===== src/sv/hkr_pkg.sv =====
package hkr_pkg;

  // Key slots carried by one report on the input channel
  localparam int unsigned IN_FIELDS = 6;
  localparam int unsigned CODE_W    = 8;
  localparam int unsigned NOTE_W    = 6;

  localparam logic [CODE_W-1:0] CODE_EMPTY = 8'h00;
  localparam logic [NOTE_W-1:0] NOTE_NONE  = 6'd0;

  // One lane's finding: a qualifying event and its note
  typedef struct packed {
    logic              hit;
    logic [NOTE_W-1:0] note;
  } hkr_evt_t;

  // Fixed QWERTY layout: 19 letters, digits 2, 3, 5, 6, 7 and comma to notes 28..52
  function automatic logic [NOTE_W-1:0] note_of(input logic [CODE_W-1:0] code);
    logic [NOTE_W-1:0] n;
    n = NOTE_NONE;
    case (code)
      8'h05: n = 6'd47;
      8'h06: n = 6'd44;
      8'h07: n = 6'd43;
      8'h08: n = 6'd32;
      8'h0A: n = 6'd46;
      8'h0B: n = 6'd48;
      8'h0D: n = 6'd50;
      8'h10: n = 6'd51;
      8'h11: n = 6'd49;
      8'h14: n = 6'd28;
      8'h15: n = 6'd33;
      8'h16: n = 6'd41;
      8'h17: n = 6'd35;
      8'h18: n = 6'd39;
      8'h19: n = 6'd45;
      8'h1A: n = 6'd30;
      8'h1B: n = 6'd42;
      8'h1C: n = 6'd37;
      8'h1D: n = 6'd40;
      8'h1F: n = 6'd29;
      8'h20: n = 6'd31;
      8'h22: n = 6'd34;
      8'h23: n = 6'd36;
      8'h24: n = 6'd38;
      8'h36: n = 6'd52;
      default: n = NOTE_NONE;
    endcase
    return n;
  endfunction

endpackage


===== src/sv/hkr_lane.sv =====
// One slot of one report checked against every slot of the other report
module hkr_lane #(
  parameter int unsigned SLOTS = 6
) (
  input  logic [7:0]             code,
  input  logic [SLOTS-1:0][7:0]  other_keys,
  output hkr_pkg::hkr_evt_t      evt
);
  import hkr_pkg::*;

  logic [SLOTS-1:0]  match;
  logic [NOTE_W-1:0] note;

  // Presence test against the other report
  always_comb begin
    for (int i = 0; i < SLOTS; i++) begin
      match[i] = (other_keys[i] == code);
    end
  end

  assign note     = note_of(code);
  assign evt.note = note;
  assign evt.hit  = (code != CODE_EMPTY) && !(|match) && (note != NOTE_NONE);

endmodule


===== src/sv/hkr_merge.sv =====
// Collects lane findings of one report and sends them out one per cycle unless
// out_ready stalls; releases (low lanes) before presses (high lanes), each in slot order.
module hkr_merge #(
  parameter int unsigned SLOTS = 6
) (
  input  logic                                clk,
  input  logic                                rst_n,
  input  hkr_pkg::hkr_evt_t [2*SLOTS-1:0]     lane_evt,
  input  logic                                in_valid,
  output logic                                in_ready,
  output logic                                out_valid,
  input  logic                                out_ready,
  output logic                                out_note_is_on,
  output logic [hkr_pkg::NOTE_W-1:0]          out_note_number,
  output logic                                out_last_event
);
  import hkr_pkg::*;

  localparam int unsigned LANES = 2 * SLOTS;
  localparam int unsigned IDX_W = $clog2(LANES);

  logic [LANES-1:0]              pend_r, pend_nxt;
  logic [LANES-1:0][NOTE_W-1:0]  notes_r;
  logic [LANES-1:0]              new_mask;
  logic [LANES-1:0]              low_bit;
  logic [LANES-1:0]              rest;
  logic [IDX_W-1:0]              pick;
  logic                          emit;
  logic                          last;
  logic                          take;
  logic                          out_valid_r;
  logic                          out_on_r;
  logic [NOTE_W-1:0]             out_note_r;
  logic                          out_last_r;

  always_comb begin
    for (int j = 0; j < LANES; j++) begin
      new_mask[j] = lane_evt[j].hit;
    end
  end

  // Lowest pending lane goes next
  assign low_bit = pend_r & (~pend_r + {{(LANES-1){1'b0}}, 1'b1});
  assign rest    = pend_r & ~low_bit;
  assign last    = (rest == '0);

  always_comb begin
    pick = '0;
    for (int j = 0; j < LANES; j++) begin
      if (low_bit[j]) begin
        pick = pick | IDX_W'(j);
      end
    end
  end

  assign emit     = (pend_r != '0) && (!out_valid_r || out_ready);
  assign in_ready = (pend_r == '0) || (emit && last);
  assign take     = in_valid && in_ready;

  always_comb begin
    pend_nxt = pend_r;
    if (take) begin
      pend_nxt = new_mask;
    end else if (emit) begin
      pend_nxt = rest;
    end
  end

  // Pending event mask
  always_ff @(posedge clk) begin
    if (!rst_n) begin
      pend_r <= '0;
    end else begin
      pend_r <= pend_nxt;
    end
  end

  // Notes of the report in flight
  always_ff @(posedge clk) begin
    if (take) begin
      for (int j = 0; j < LANES; j++) begin
        notes_r[j] <= lane_evt[j].note;
      end
    end
  end

  // Output register
  always_ff @(posedge clk) begin
    if (!rst_n) begin
      out_valid_r <= 1'b0;
    end else if (emit) begin
      out_valid_r <= 1'b1;
    end else if (out_ready) begin
      out_valid_r <= 1'b0;
    end
  end

  always_ff @(posedge clk) begin
    if (emit) begin
      out_on_r   <= (pick >= IDX_W'(SLOTS));
      out_note_r <= notes_r[pick];
      out_last_r <= last;
    end
  end

  assign out_valid       = out_valid_r;
  assign out_note_is_on  = out_on_r;
  assign out_note_number = out_note_r;
  assign out_last_event  = out_last_r;

endmodule


===== src/sv/hid_key_report_to_note_events_unit.sv =====
// Channel | Ports                                   | Role
// in      | in_valid/in_ready, in_key_slot_0..5     | one keyboard report per request
// out     | out_valid/out_ready, out_note_is_on,    | one note event per request,
//         | out_note_number, out_last_event         | last flags end of a report
//
// Each report yields 0..12 events; the single output register drains one
// event per cycle unless out_ready stalls it.
// All lanes compare a report in the cycle it is accepted; the next report is
// accepted in the cycle its predecessor's last event moves to the output.
// Synchronous active-low reset clears the kept report to all empty slots.
// A stalled output holds its event and blocks input until the report's last
// event has moved into the output register.
module hid_key_report_to_note_events_unit #(
  parameter int unsigned REPORT_SLOTS = 6
) (
  input  logic                        clk,
  input  logic                        rst_n,
  input  logic                        in_valid,
  output logic                        in_ready,
  input  logic [7:0]                  in_key_slot_0,
  input  logic [7:0]                  in_key_slot_1,
  input  logic [7:0]                  in_key_slot_2,
  input  logic [7:0]                  in_key_slot_3,
  input  logic [7:0]                  in_key_slot_4,
  input  logic [7:0]                  in_key_slot_5,
  output logic                        out_valid,
  input  logic                        out_ready,
  output logic                        out_note_is_on,
  output logic [hkr_pkg::NOTE_W-1:0]  out_note_number,
  output logic                        out_last_event
);
  import hkr_pkg::*;

  logic [IN_FIELDS-1:0][CODE_W-1:0]     in_keys;
  logic [REPORT_SLOTS-1:0][CODE_W-1:0]  now_keys;
  logic [REPORT_SLOTS-1:0][CODE_W-1:0]  prev_r;
  hkr_evt_t [2*REPORT_SLOTS-1:0]        lane_evt;

  assign in_keys = {in_key_slot_5, in_key_slot_4, in_key_slot_3,
                    in_key_slot_2, in_key_slot_1, in_key_slot_0};

  // Slots beyond the input fields read as empty
  for (genvar i = 0; i < REPORT_SLOTS; i++) begin : g_now
    if (i < IN_FIELDS) begin : g_fld
      assign now_keys[i] = in_keys[i];
    end else begin : g_empty
      assign now_keys[i] = CODE_EMPTY;
    end
  end

  // Release lanes on the kept report, press lanes on the new one
  for (genvar i = 0; i < REPORT_SLOTS; i++) begin : g_lane
    hkr_lane #(.SLOTS(REPORT_SLOTS)) u_off (
      .code       (prev_r[i]),
      .other_keys (now_keys),
      .evt        (lane_evt[i])
    );
    hkr_lane #(.SLOTS(REPORT_SLOTS)) u_on (
      .code       (now_keys[i]),
      .other_keys (prev_r),
      .evt        (lane_evt[REPORT_SLOTS + i])
    );
  end

  hkr_merge #(.SLOTS(REPORT_SLOTS)) u_merge (
    .clk             (clk),
    .rst_n           (rst_n),
    .lane_evt        (lane_evt),
    .in_valid        (in_valid),
    .in_ready        (in_ready),
    .out_valid       (out_valid),
    .out_ready       (out_ready),
    .out_note_is_on  (out_note_is_on),
    .out_note_number (out_note_number),
    .out_last_event  (out_last_event)
  );

  // Kept report
  always_ff @(posedge clk) begin
    if (!rst_n) begin
      prev_r <= '0;
    end else if (in_valid && in_ready) begin
      prev_r <= now_keys;
    end
  end

endmodule


===== config.mk =====
export PLATFORM = sky130hd
export DESIGN_NAME = hid_key_report_to_note_events_unit
export DESIGN_NICKNAME = d
export VERILOG_FILES = /design/src/sv/hkr_pkg.sv /design/src/sv/hkr_lane.sv /design/src/sv/hkr_merge.sv /design/src/sv/hid_key_report_to_note_events_unit.sv
export SDC_FILE = /design/constraint.sdc
export NUM_CORES = 1
export LEC_CHECK = 0
export ABC_AREA = 1
export BUFFER_PORTS_ARGS = -buffer_cell sky130_fd_sc_hd__clkbuf_2
export CELL_PAD_IN_SITES_DETAIL_PLACEMENT = 0
export CELL_PAD_IN_SITES_GLOBAL_PLACEMENT = 1
export CORE_ASPECT_RATIO = 1.1
export CORE_MARGIN = 2
export CORE_UTILIZATION = 30
export CTS_BUF_LIST = sky130_fd_sc_hd__clkbuf_16
export CTS_CLUSTER_DIAMETER = 100
export CTS_CLUSTER_SIZE = 25
export DETAILED_ROUTE_END_ITERATION = 12
export GPL_TIMING_DRIVEN = 0
export MAX_ROUTING_LAYER = met4
export PLACE_DENSITY_LB_ADDON = 0.1
export REMOVE_ABC_BUFFERS = 1
export SLEW_MARGIN = 30
export SYNTH_ARGS = -nofsm -noshare
export SYNTH_HDL_FRONTEND = slang
export SYNTH_MEMORY_MAX_BITS = 65536
export SYNTH_SLANG_ARGS = --single-unit

===== constraint.sdc =====
create_clock -name clk -period 11.66 [get_ports clk]
set_input_delay 0.583 -clock clk [delete_from_list [all_inputs] [get_ports clk]]
set_output_delay 0.583 -clock clk [all_outputs]
set_load 0.05 [all_outputs]

======== Yosys cells after proc, flatten, opt, wreduce, memory -nomap -nowiden ========
Memories as Yosys holds them, arrays and structs flattened. A register that Yosys moved wholly into a read port is not among the register bits.
Index checks and enable logic that the tools add are counted.
cells by class
  mux-type cells .......................... 41
  bitwise operators ....................... 4
  reductions and logical operators ........ 95
  equal/unequal tests ..................... 72
  magnitude comparators ................... 2
  add/sub/neg operators ................... 1
operators by type and width
  kind                                                                                 count
  8-bit equality test                                                                  72
  6-bit 2-to-1 mux                                                                     25
  8-bit nonzero test                                                                   12
  6-bit nonzero test                                                                   12
  6-bit OR reduction                                                                   12
  1-bit logical AND                                                                    27
  12-bit AND                                                                           2
  6-bit binary-select mux with 4-bit select                                            1
  12-bit zero test                                                                     2
  2-bit zero test                                                                      12
  12-bit 2-to-1 mux                                                                    2
  12-bit inverter                                                                      2
  4-bit 2-to-1 mux                                                                     4
  1-bit zero test                                                                      13
  12-bit by 1-bit adder with 12-bit output, second input constant                      1
  3-bit 2-to-1 mux                                                                     4
  12-bit nonzero test                                                                  1
  4-bit by 5-bit < comparator with 1-bit output, second input constant                 1
  4-bit by 3-bit greater-or-equal comparator with 1-bit output, second input constant  1
  2-bit 2-to-1 mux                                                                     2
  2-bit nonzero test                                                                   2
  1-bit 2-to-1 mux                                                                     3
  1-bit logical OR                                                                     2
word-level totals
  bits of input ports ..................... 52
  register bits ........................... 141
  word-level logic and storage cells ...... 250
  memories ................................ 12
  output and inout port bits .............. 10
  ROM bits ................................ 4608
memory list
  name             depth  width  read ports  clocked after Yosys merged registers in  wr ports  RTL line       RTL
  (no name shown)  64     6      1           1                                        0         hkr_pkg.sv:21  case (code)
  (no name shown)  64     6      1           0                                        0         hkr_pkg.sv:21
  (no name shown)  64     6      1           1                                        0         hkr_pkg.sv:21
  (no name shown)  64     6      1           0                                        0         hkr_pkg.sv:21
  (no name shown)  64     6      1           1                                        0         hkr_pkg.sv:21
  (no name shown)  64     6      1           0                                        0         hkr_pkg.sv:21
  6 more memories  -      -      -           -                                        -         -

======== Logic depth before layout (Yosys ltp) ========
  depth after elaboration ................. 16
  mapped depth ............................ 24

======== By module ========
From an unflattened synthesis, not the netlist that was laid out.
second synthesis, totals
  cells, all modules ...................... 3819
  area, all modules ....................... 22940.8 µm²
modules (own cells, without submodules)
  module                              area each (µm²)  cells an instance  times used  seq. area each (µm²)
  hkr_lane at g_lane[2].u_off ...     1368.8           253                8           0.0
  hkr_merge                           4371.7           444                1           2662.6
  hkr_lane at g_lane[0].u_on ...      1423.9           264                3           0.0
  hid_key_report_to_note_events_unit  1966.9           304                1           960.9
  hkr_lane at g_lane[0].u_off         1380.1           255                1           0.0

======== Worst setup path after synthesis ========
Ideal clock, no wire load.
  kind .................................... reg2reg
  start ................................... register u_merge.pend_r[0]
  end ..................................... register u_merge.notes_r[0] in the netlist's numbering (enable)
  library setup time ...................... 464 ps
  stages on the path, launching flop included .. 14
  data required time ...................... 11196 ps
  path slack .............................. 7489 ps
  buffers on the path ..................... 2
  clock period less this slack ............ 4171 ps
  arrival time ............................ 3707 ps
  cells stage by stage .................... dfxtp_1 > nor2_4 > nand2_2 > nor2_4 > nand2_1 > nand2_1 > nand2_1 > nor2_1 > nand3_1 > nand2_4 > nand2_4 > inv_2 > buf_2 > buf_1
on the way
  longest elaborated chain between the ends .. 9
  elaborated cells between the ends (all ways) .. 12
  classes of those cells .................. 1 x add/sub; 4 x bitwise; 7 x reduce/logical
RTL lines
  what                                      RTL line         RTL
  from (decl)                               hkr_merge.sv:22  logic [LANES-1:0] pend_r, pend_nxt;
  from (signal assigned)                    hkr_merge.sv:74  pend_r <= pend_nxt;
  12-bit inverter                           hkr_merge.sv:43  assign low_bit = pend_r & (~pend_r + {{(LANES-1){1'b0}}, 1'b1});
  12-bit by 1-bit adder with 12-bit output  hkr_merge.sv:43
  12-bit AND                                hkr_merge.sv:43
  12-bit inverter                           hkr_merge.sv:44  assign rest = pend_r & ~low_bit;
  12-bit AND                                hkr_merge.sv:44
  12-bit zero test                          hkr_merge.sv:45  assign last = (rest == '0);
  1-bit logical AND                         hkr_merge.sv:57  assign in_ready = (pend_r == '0) || (emit && last);
  1-bit logical OR *                        hkr_merge.sv:57
  1-bit logical AND *                       hkr_merge.sv:58  assign take = in_valid && in_ready;
  to (signal, indexed assignment)           hkr_merge.sv:82  notes_r[j] <= lane_evt[j].note;
  to (decl)                                 hkr_merge.sv:23  logic [LANES-1:0][NOTE_W-1:0] notes_r;
Mark *: on every way between the ends. The rest lies on a longest branch, timed or not.
A chain may end at the register's enable or synchronous reset.

==> results by group <==
Floorplanning
  • Num ports: between 60 and 70
  • Die footprint: approximately 0.06 mm²
  • Core ar.: around 0.056 mm²
  • Starting density of the core: 0.3047
  • Die Ht: around 250 µm
  • Die width: roughly 230 µm
  • Num rows: just over 90

Synth
  • Ys async rst share: 0
  • Yosys warns: 0
  • Synthesized instance count: between 2000 and 3000
  • Post-Syn Area: ~0.017 mm²
  • Post-synth EDFFs: 80
  • Top_reg_cell synth: dfxtp_1
  • Cell taking the most area after synthesis: nand2_1
  • Seq/Total Area, Yosys: 0.2530
  • Synthesized flop and latch total: roughly 180
  • Cells taking the most area after synthesis: nand2_1 (16%), edfxtp_1 (14%), dfxtp_1 (11%)
  • Post-synth top area share: 0.1646
  • Synthesized area per cell: 6.277 µm²
  • Synth unique cells: 52

Worst setup path
  • Critical Path Start Type: flip-flop
  • CP Buf/Inv Count: 3
  • Max FO, Critical Path: 70
  • CP required: roughly 12 ns
  • WS Path Type: flip-flop to flip-flop
  • Crit path DAT: a little over 5 ns
  • CP max stage delay: 0.54 ns
  • Worst path cell trace: nor2_4 > nand3_1 > o21ai_2 > nand2_1 > nor2_1 > nand3_1 > nand2_4 > nand2_8 > inv_6 > buf_16 > nand2_1 > nand3_2 > ha_1 > inv_1 > nand3_1 > nand2_1 > nand2_1 > nand2_1 > nand2_1 > nand2_1 > nand2_1 > nand2_1
  • Endpoint type of the worst setup path: flip-flop
  • Most frequent CP cell: nand2_1
  • Cell family with most CP delay: simple AND/OR/NAND/NOR gates
  • Slowest CP cell: inv_6

Clock tree
  • Skew-Pair Late Insertion Delay: roughly 0.50 ns
  • CTS Root Cell: clkbuf_16
  • # hold bufs at CTS: 0
  • Post-cts resize count: 0
  • Clock sink total: about 180
  • CTS max path bufs: 2
  • Clock Pin Slew Worst Setup and Hold Paths: 0.08 ns
  • Setup bufs post-CTS: 0
  • CTS tree: yes
  • H-tree depth: 4
  • Num CTS Buffers: 17

Hold path
  • HP Class: input port to flip-flop

STA
  • Final Skew: between 0.015 and 0.02 ns
  • Fin. max-slew vios: 0
  • RSZ-0062 raised after global routing: false
  • Final Setup Violations: 0
  • Worst-margin pin slew: about 0.95 ns
  • Period utilization: 0.4019
  • Relative max-transition margin: 0.3656
  • Worst Hold Slack: roughly 0.46 ns
  • Min cycle time layout: between 4 and 5 ns
  • Final Hold Viols: 0
  • Setup_tns: 0 ns
  • Fmax: 213.4 MHz

GRT
  • Antenna violations before repair: 1
  • Gr usage total: 0.2776
  • Vias in the first global route: ~17000
  • Grt total ovfl: 0
  • First-pass GRT wire length: between 100000 and 150000 µm
  • Largest net degree at the start of global routing: 74

Placed design
  • Placed Area: about 0.018 mm²
  • Routability Congestion: 1.015
  • Number of port buffers: 61
  • Inst Count DP: roughly 3400
  • HPWL Detailed: between 50000 and 60000 µm

Route
  • DR iter-0 viols: ~1800
  • Vias: 18480
  • Routed wire length: 80090 µm
  • Final antenna-violating net count: 0
  • DR pass1 iterations: 5
  • Vias per cell: around 5.4
  • # DRC: 0
  • WL/cell: between 20 and 25 µm

Pwr
  • Power Dens Cells: ~280 mW/mm²
  • Maximum vdd drop: approximately 0.00020 V
  • Leak Pwr: 8.690 nW

Flow run
  • Total of max-cap violations: 0

Layout
  • Final nets: 2794
  • Fin cells: 3407
  • Share of cells above drive strength 1: 0.05898
  • Fill cells: between 6000 and 7000
  • Finished Core Util: 0.3268
  • Synth-to-Final Area Change: 7.242%
  • Fin area: approximately 0.018 mm²

Run status
  • Status: finished clean
-- path summary, 6_finish.rpt --
| check | from | to | slack, ns | depth (start not counted) |
|---|---|---|---|---|
| setup / recovery | u_merge.pend_r[0] | flip-flop | 6.97 | 22 |
| hold / removal | out_ready | u_merge.out_valid | 0.46 | 4 |
| setup reg to reg | u_merge.pend_r[0] | flip-flop | 6.97 | 22 |
| hold reg to reg | u_merge.pend_r[10] | u_merge.pend_r[10] | 0.50 | 2 |
-- cell families after synthesis --
kind of cell / Yosys count / share of synthesized area
adder cells (fa/ha/maj): 93 / 0.06775
AO/OA/AOI/OAI: 406 / 0.1378
buffers and inverters: 493 / 0.1133
XOR/XNOR: 136 / 0.06936
flip-flops: 177 / 0.2530
AND/OR/NAND/NOR: 1431 / 0.3589
-- worst reg2reg max path, stage by stage, from the launching register on --
cell	delay, ns
dfxtp_1	0.36
nor2_4	0.21
nand3_1	0.20
o21ai_2	0.18
nand2_1	0.09
nor2_1	0.11
nand3_1	0.12
nand2_4	0.47
nand2_8	0.58
inv_6	0.58
buf_16	0.36
nand2_1	0.19
nand3_2	0.21
ha_1	0.24
inv_1	0.05
nand3_1	0.14
nand2_1	0.10
nand2_1	0.08
nand2_1	0.06
nand2_1	0.05
nand2_1	0.06
nand2_1	0.06
nand2_1	0.08
-- layout make-up --
cell class / instances / area, µm² / share of cell area
Clock buffer: 18 / 450.4 / 0.02446
Multi-Input combinational cell: 2066 / 10910 / 0.5922
Sequential cell: 177 / 4344 / 0.2359
Timing Repair Buffer: 64 / 376.6 / 0.02045
Clock inverter: 14 / 188.9 / 0.01026
Tap cell: 744 / 930.9 / 0.05054
Antenna cell: 1 / 2.502 / 0.0001359
Inverter: 323 / 1217 / 0.06610
-- layer usage --
metal / share of wire / track usage / up-vias
li1: - / - / 8743
met1: 0.44 / 0.3575 / 8835
met2: 0.45 / 0.4362 / 778
met3: 0.076 / 0.05771 / 125
met4: 0.033 / 0.08480 / 0
met5: 0 / - / -
-- power by group --
group / internal [W] / leakage [nW] / switching, W
registers: 0.00101 / 1.58 / 0.000354
logic: 0.000882 / 6.80 / 0.00232
clock network: 0.000339 / 0.308 / 0.000305
-- layout by cell type, fill, tap and decap left out, types with 19 or more instances in the layout --
cell / n
nor3_1: 24
ha_1: 93
nand3_1: 216
a21oi_1: 128
o21ai_0: 148
xor2_1: 65
dfxtp_1: 97
o211ai_1: 27
edfxtp_1: 80
nor2_1: 285
nand4_1: 88
xnor2_1: 71
inv_1: 290
nand2_1: 752
clkbuf_2: 59
or4_1: 19
-- through the flow --
step	power, W	setup slack [ns]
4_1_cts	0.005185	6.692
3_5_place_dp	0.004524	6.720
5_1_grt	0.005615	6.635
2_1_floorplan	0.003301	7.477
6_report	0.005210	6.974
3_3_place_gp	0.004526	5.517
-- synthesized netlist by cell type (all sizes together), types with 8 or more instances --
cell type	count
nand4	88
nor3	26
xnor2	71
o22ai	17
buf	41
inv	306
o221ai	9
nand2	760
or4	19
o31ai	9
clkinv	17
nor4	8
a21oi	128
nand3	230
dfxtp	97
edfxtp	80
ha	93
o211ai	28
o41ai	8
xor2	65
clkbuf	129
nor2	293
o21ai	172
No activity file was read; power rests on OpenSTA's default activity.
